### src/mvsm_pkg.sv
package mvsm_pkg;

  localparam int VOICES       = 8;
  localparam int SAMPLE_WORDS = 4096;

  localparam int ADDR_W   = $clog2(SAMPLE_WORDS);
  localparam int VIDX_W   = (VOICES > 1) ? $clog2(VOICES) : 1;
  localparam int CNT_W    = $clog2(VOICES + 1);
  localparam int SAMPLE_W = 16;
  localparam int LEN_W    = 13;
  localparam int GAIN_W   = 9;
  localparam int PROD_W   = SAMPLE_W + GAIN_W;
  localparam int SCALE_W  = SAMPLE_W + 1;
  localparam int SUM_W    = SCALE_W + VIDX_W + 1;

  localparam logic [LEN_W-1:0]  MAX_LEN    = LEN_W'(4096);
  localparam logic [GAIN_W-1:0] UNITY_GAIN = GAIN_W'(256);

  typedef enum logic [1:0] {
    CMD_LOAD  = 2'd0,
    CMD_START = 2'd1,
    CMD_TICK  = 2'd2,
    CMD_NONE  = 2'd3
  } cmd_code_t;

  typedef struct packed {
    logic              accept;
    logic              scan;
    logic [VIDX_W-1:0] idx;
    logic              load_out;
  } dp_ctl_t;

  typedef struct packed {
    logic out_free;
  } dp_stat_t;

endpackage

### src/mvsm_ctrl.sv
module mvsm_ctrl
  import mvsm_pkg::*;
(
  input  logic       clk,
  input  logic       rst_n,
  input  logic       in_valid,
  input  logic [1:0] in_cmd,
  output logic       in_ready,
  input  dp_stat_t   st,
  output dp_ctl_t    ctl
);

  typedef enum logic [2:0] {
    S_IDLE,
    S_SCAN,
    S_DRAIN1,
    S_DRAIN2,
    S_POST
  } state_t;

  state_t            state_r, state_nxt;
  logic [VIDX_W-1:0] idx_r, idx_nxt;
  logic              accept;

  assign in_ready = (state_r == S_IDLE);
  assign accept   = in_valid && in_ready;

  always_comb begin
    state_nxt = state_r;
    idx_nxt   = idx_r;
    case (state_r)
      S_IDLE: begin
        if (accept && in_cmd == CMD_TICK) begin
          state_nxt = S_SCAN;
          idx_nxt   = '0;
        end
      end
      S_SCAN: begin
        if (idx_r == VIDX_W'(VOICES - 1)) begin
          state_nxt = S_DRAIN1;
        end else begin
          idx_nxt = idx_r + 1'b1;
        end
      end
      S_DRAIN1: state_nxt = S_DRAIN2;
      S_DRAIN2: state_nxt = S_POST;
      S_POST: begin
        // hold the finished sum until the output register frees up
        if (st.out_free) begin
          state_nxt = S_IDLE;
        end
      end
      default: state_nxt = S_IDLE;
    endcase
  end

  always_comb begin
    ctl.accept   = accept;
    ctl.scan     = (state_r == S_SCAN);
    ctl.idx      = idx_r;
    ctl.load_out = (state_r == S_POST) && st.out_free;
  end

  always_ff @(posedge clk) begin
    if (!rst_n) begin
      state_r <= S_IDLE;
      idx_r   <= '0;
    end else begin
      state_r <= state_nxt;
      idx_r   <= idx_nxt;
    end
  end

endmodule

### config.mk
export PLATFORM = sky130hd
export DESIGN_NAME = mvsm_ctrl
export DESIGN_NICKNAME = d
export VERILOG_FILES = /design/src/mvsm_pkg.sv /design/src/mvsm_ctrl.sv
export SDC_FILE = /design/constraint.sdc
export NUM_CORES = 1
export LEC_CHECK = 0
export BUFFER_PORTS_ARGS = -buffer_cell sky130_fd_sc_hd__buf_2
export CORE_AREA = 2 2 39 41
export CTS_CLUSTER_DIAMETER = 50
export DETAILED_ROUTE_END_ITERATION = 8
export DIE_AREA = 0 0 41 43
export HOLD_SLACK_MARGIN = 0.08
export PLACE_DENSITY = 0.48
export SETUP_SLACK_MARGIN = 0.4
export SYNTH_ARGS = -nofsm -noshare
export SYNTH_HDL_FRONTEND = slang
export SYNTH_SLANG_ARGS = --single-unit
### constraint.sdc
create_clock -name clk -period 1.4 [get_ports clk]
set_input_delay 0.14 -clock clk [delete_from_list [all_inputs] [get_ports clk]]
set_output_delay 0.14 -clock clk [all_outputs]
set_load 0.005 [all_outputs]
* After elaboration in Yosys (flattened, before gate mapping)
Cells that the tools add are included.
** Word-level totals
- Output and inout port bits :: 7
- Bits in registers :: 6
- Logic and storage cells :: 27
- Input bits :: 6
** Cells by class
- Equal/unequal tests :: 10
- Multiplexer cells :: 7
- Reduce and logical (&&, ||, !) cells :: 7
- Add/sub/neg operators :: 1
** Operators by type and width (number)
- 2-to-1 mux 3 bit :: 5
- one-hot mux 3 bit (5 select lines) :: 1
- equality test 3 x 2 -> 1 bit (second input constant) :: 2
- equality test 3 bit (second input constant) :: 2
- one-hot mux 3 bit (2 select lines) :: 1
- AND reduction 3 bit :: 2
- inequality test 2 x 1 -> 1 bit (second input constant) :: 2
- inequality test 2 bit (second input constant) :: 2
- adder 3 x 1 -> 3 bit (second input constant) :: 1
- equality test 3 x 1 -> 1 bit (second input constant) :: 1
- logical AND 1 bit :: 3
- logical NOT 3 bit :: 1
- equality test 2 bit (second input constant) :: 1
- nonzero test 2 bit :: 1

* Depth between registers and ports, before layout
- Word-level depth :: 5
- Depth in mapped cells :: 5
- Gate-level depth less buffers :: 5

* Worst setup path after synthesis
No wires, ideal clock.
- Kind :: reg-to-reg
- From :: reg idx_r[0]
- To :: reg idx_r[0]
- Setup slack :: -0.066 ns
- Clock period less this slack :: 1.466 ns
- Required time :: 1.278 ns
- Buffers on the path :: 0
- Library setup time :: 0.122 ns
- Cell stages (with the launch flop) :: 6
- Data arrival time :: 1.344 ns
- Cell sequence :: dfxtp_1 -> ha_1 -> ha_1 -> or4b_4 -> nand3_1 -> o21ai_0
** On the way
- Longest elaborated chain between the ends :: 3
- Elaborated cells between the ends (all ways) :: 6
- Classes of those cells :: add/sub: 1; eq/ne: 2; mux: 2; reduce/logical: 1
** RTL lines
- from (decl) :: line mvsm_ctrl.sv:22 : logic [VIDX_W-1:0] idx_r, idx_nxt;
- from (signal assigned) :: line mvsm_ctrl.sv:70 : idx_r <= idx_nxt;
- adder 3 x 1 -> 3 bit or equality test 3 bit (tied branches) :: line mvsm_ctrl.sv:42, mvsm_ctrl.sv:39
- 2-to-1 mux 3 bit or inequality test 2 bit (tied branches)
- one-hot mux 3 bit (2 select lines) or AND reduction 3 bit (tied branches)
Several ways; a longest one is shown, not always the timed one. The select of a mux whose other input is x is not followed.
A chain may end at the register's enable or synchronous reset.

* Final worst setup path
Same ends and word-level chain as after synthesis.

==> flow_summary.toml <==
[global_route]
overflow = 0
grt_start_max_net_pins = 12
antenna_found_initial = 0
grt_pass1_wl_microns = 1460
grt_pass1_vias = 350
grt_use_total = 0.127

[timing]
slew_violations = 0
fin_worst_skew_ns = 0.00517
min_period_ns = 1.45
hold_viol_final = 0
setup_violations = 3
clock.fmax_mhz = 691
setup_slack_ns = -0.0482
whs_ns = 0.164
rsz0062_at_grt = "true"
tightest_slew_ns = 0.254
slew_headroom = 0.828
fin_crit_sh = 1.03

[synthesis]
synth_common_cells = "dfxtp_1 (6), nand3_1 (5), o21ai_0 (4)"
ys.flop_type = "dfxtp_1"
synthesis.area_sq_um = 369
synth-async-reset-ratio = 0
syn_avg_cell_area_sq_um = 9.71
ys_seq_area_frac = 0.325
yosys.area.top_type = "dfxtp_1"
synth_most_common_cell = "dfxtp_1"
synth_nets = 46
yosys_warnings = 0
synth_edf_count = 0
synth_top_area_frac = 0.325
ys_types = 21
synth_area_leaders = "dfxtp_1 (33%), and4bb_2 (6.8%), ha_1 (6.8%)"
synth-seq-cells = 6
syn_inst = 38

[die]
die-area_sq_mm = 0.00176
fp-row-count = 14
die_height_microns = 43
start_util = 0.267
core_region_area_sq_mm = 0.00138
ioPinCount = 13
die_w_microns = 41

[finish]
drive_gt1_frac = 0.643
n_fill_cell = 143
antenna_cells = 0
num-nets-final = 66
syn_to_final_growth_pct = 51.9

[routing]
drc = 0
drtIter0Drc = 3
drt-pass1-iter-count = 3
num_vias = 362
via_per_inst = 5.03
wl_per_cell_microns = 12.2
drt_wl_total_microns = 878
drtAntennaViolNets = 0

[placement]
portBuffers = 12
pre_cts_ws_ns = -0.0346
gp_congestion = 0.702
post-dp-hpwl_microns = 664

[clock_network]
h-tree-depth = 1
cts-root-buf = "clkbuf_4"
cts_sinks = 6
cts_tree = "done"
numCtsBuffers = 3
clk_pin_slew_ns = 0.05
cts.path.max_buffers = 2
clk_latency_ns = 0.25

[status]
outcome = "complete, but fails checks"
violations = "setup timing"

[power]
leakage_uw = 0.000237
ir_drop_mv = 0.340
p_total_uw = 397
power.density_mw_per_mm2 = 708

[setup_path]
start_kind = "flop"
cp_max_fo = 3
worst-setup-path-type = "reg2reg"
worstPathArrival_ns = 1.58
critPathRequiredTime_ns = 1.53
rrSetupSlack_ns = -0.05
endpoint_kind = "flop"

[run]
maxCapViolCount = 0

[min_path]
hp-class = "in2reg"
layer usage:
metal / vias up / part of all wire / global-route usage
met5: - / 0 / 0
met4: 0 / 0.036 / 0.120
met3: 4 / 0.050 / 0.0157
met2: 14 / 0.49 / 0.184
met1: 164 / 0.42 / 0.149
li1: 180 / - / -
report_power, final:
group | switching, uW | internal [uW]
sequential | 4.23 | 172
combinational | 22.9 | 31.6
clock | 68.8 | 97.4
total | 95.9 | 301
cell usage in the layout, fill, tap and decap left out, drive strengths merged:
master and n:
nand3 5, and2 1, nand3b 2, and4 1, mux2i 1, o21ai 4
and2b 1, a311oi 1, nor3b 2, dfxtp 6, buf 19, and4bb 2
or4b 2, a21boi 1, ha 2, nor4b 1, nor3 1, inv 1
clkbuf 3
critical path, cell delays in order (launching register included):
cell and delay, ns:
dfxtp_2 0.33, ha_4 0.16, ha_4 0.15, or4b_4 0.51, nand3_1 0.10, o21ai_0 0.07
registers in the layout, indices dropped and copies added (netlist names):
register  flops
idx_r         3
state_r       3
cell families (layout without fill, tap and decap cells):
group | after synthesis | after routing | synth area share
AO/OA/AOI/OAI | 6 | 6 | 0.0983
adder cells (fa/ha/maj) | 2 | 2 | 0.0678
flip-flops | 6 | 6 | 0.325
buffers and inverters | 5 | 23 | 0.102
AND/OR/NAND/NOR | 18 | 18 | 0.380
multiplexers | 1 | 1 | 0.0271
area by class of cell:
type                    instances  area [sq um]  area share
multi-input cells              27           263       0.469
well taps                      16          20.0      0.0357
clock buffers                   3          22.5      0.0402
flip-flops and latches          6           131       0.234
inverters                       1          3.75     0.00670
repair buffers                 19           120       0.214
path summary, 6_finish.rpt:
check | depth (start not counted) | from | endpoint
max | 5 | idx_r[0] | idx_r[0]
max reg2reg | 5 | idx_r[0] | idx_r[0]
min | 3 | st | state_r[2]
min reg2reg | 2 | idx_r[2] | idx_r[2]
per-stage QoR:
step                utilization  std cells  instance area (sq um)  TNS, ns
finish                    0.405         72                    561   -0.107
global route              0.405         72                    561   -0.222
CTS                       0.403         72                    558  -0.0966
detailed placement        0.359         67                    497  -0.0844
global placement          0.359         67                    497  -0.0178
floorplan                     -         38                    413        0
timing repair:
action                                  4_1_cts  5_1_grt
hold buffers                                  0        0
setup buffers                                 2        0
gates cloned                                  0        0
resized for setup                             9        1
endpoints found under the setup margin       10       10
pin swaps                                     1        0
Note: power is estimated with default switching activity, not from simulation.
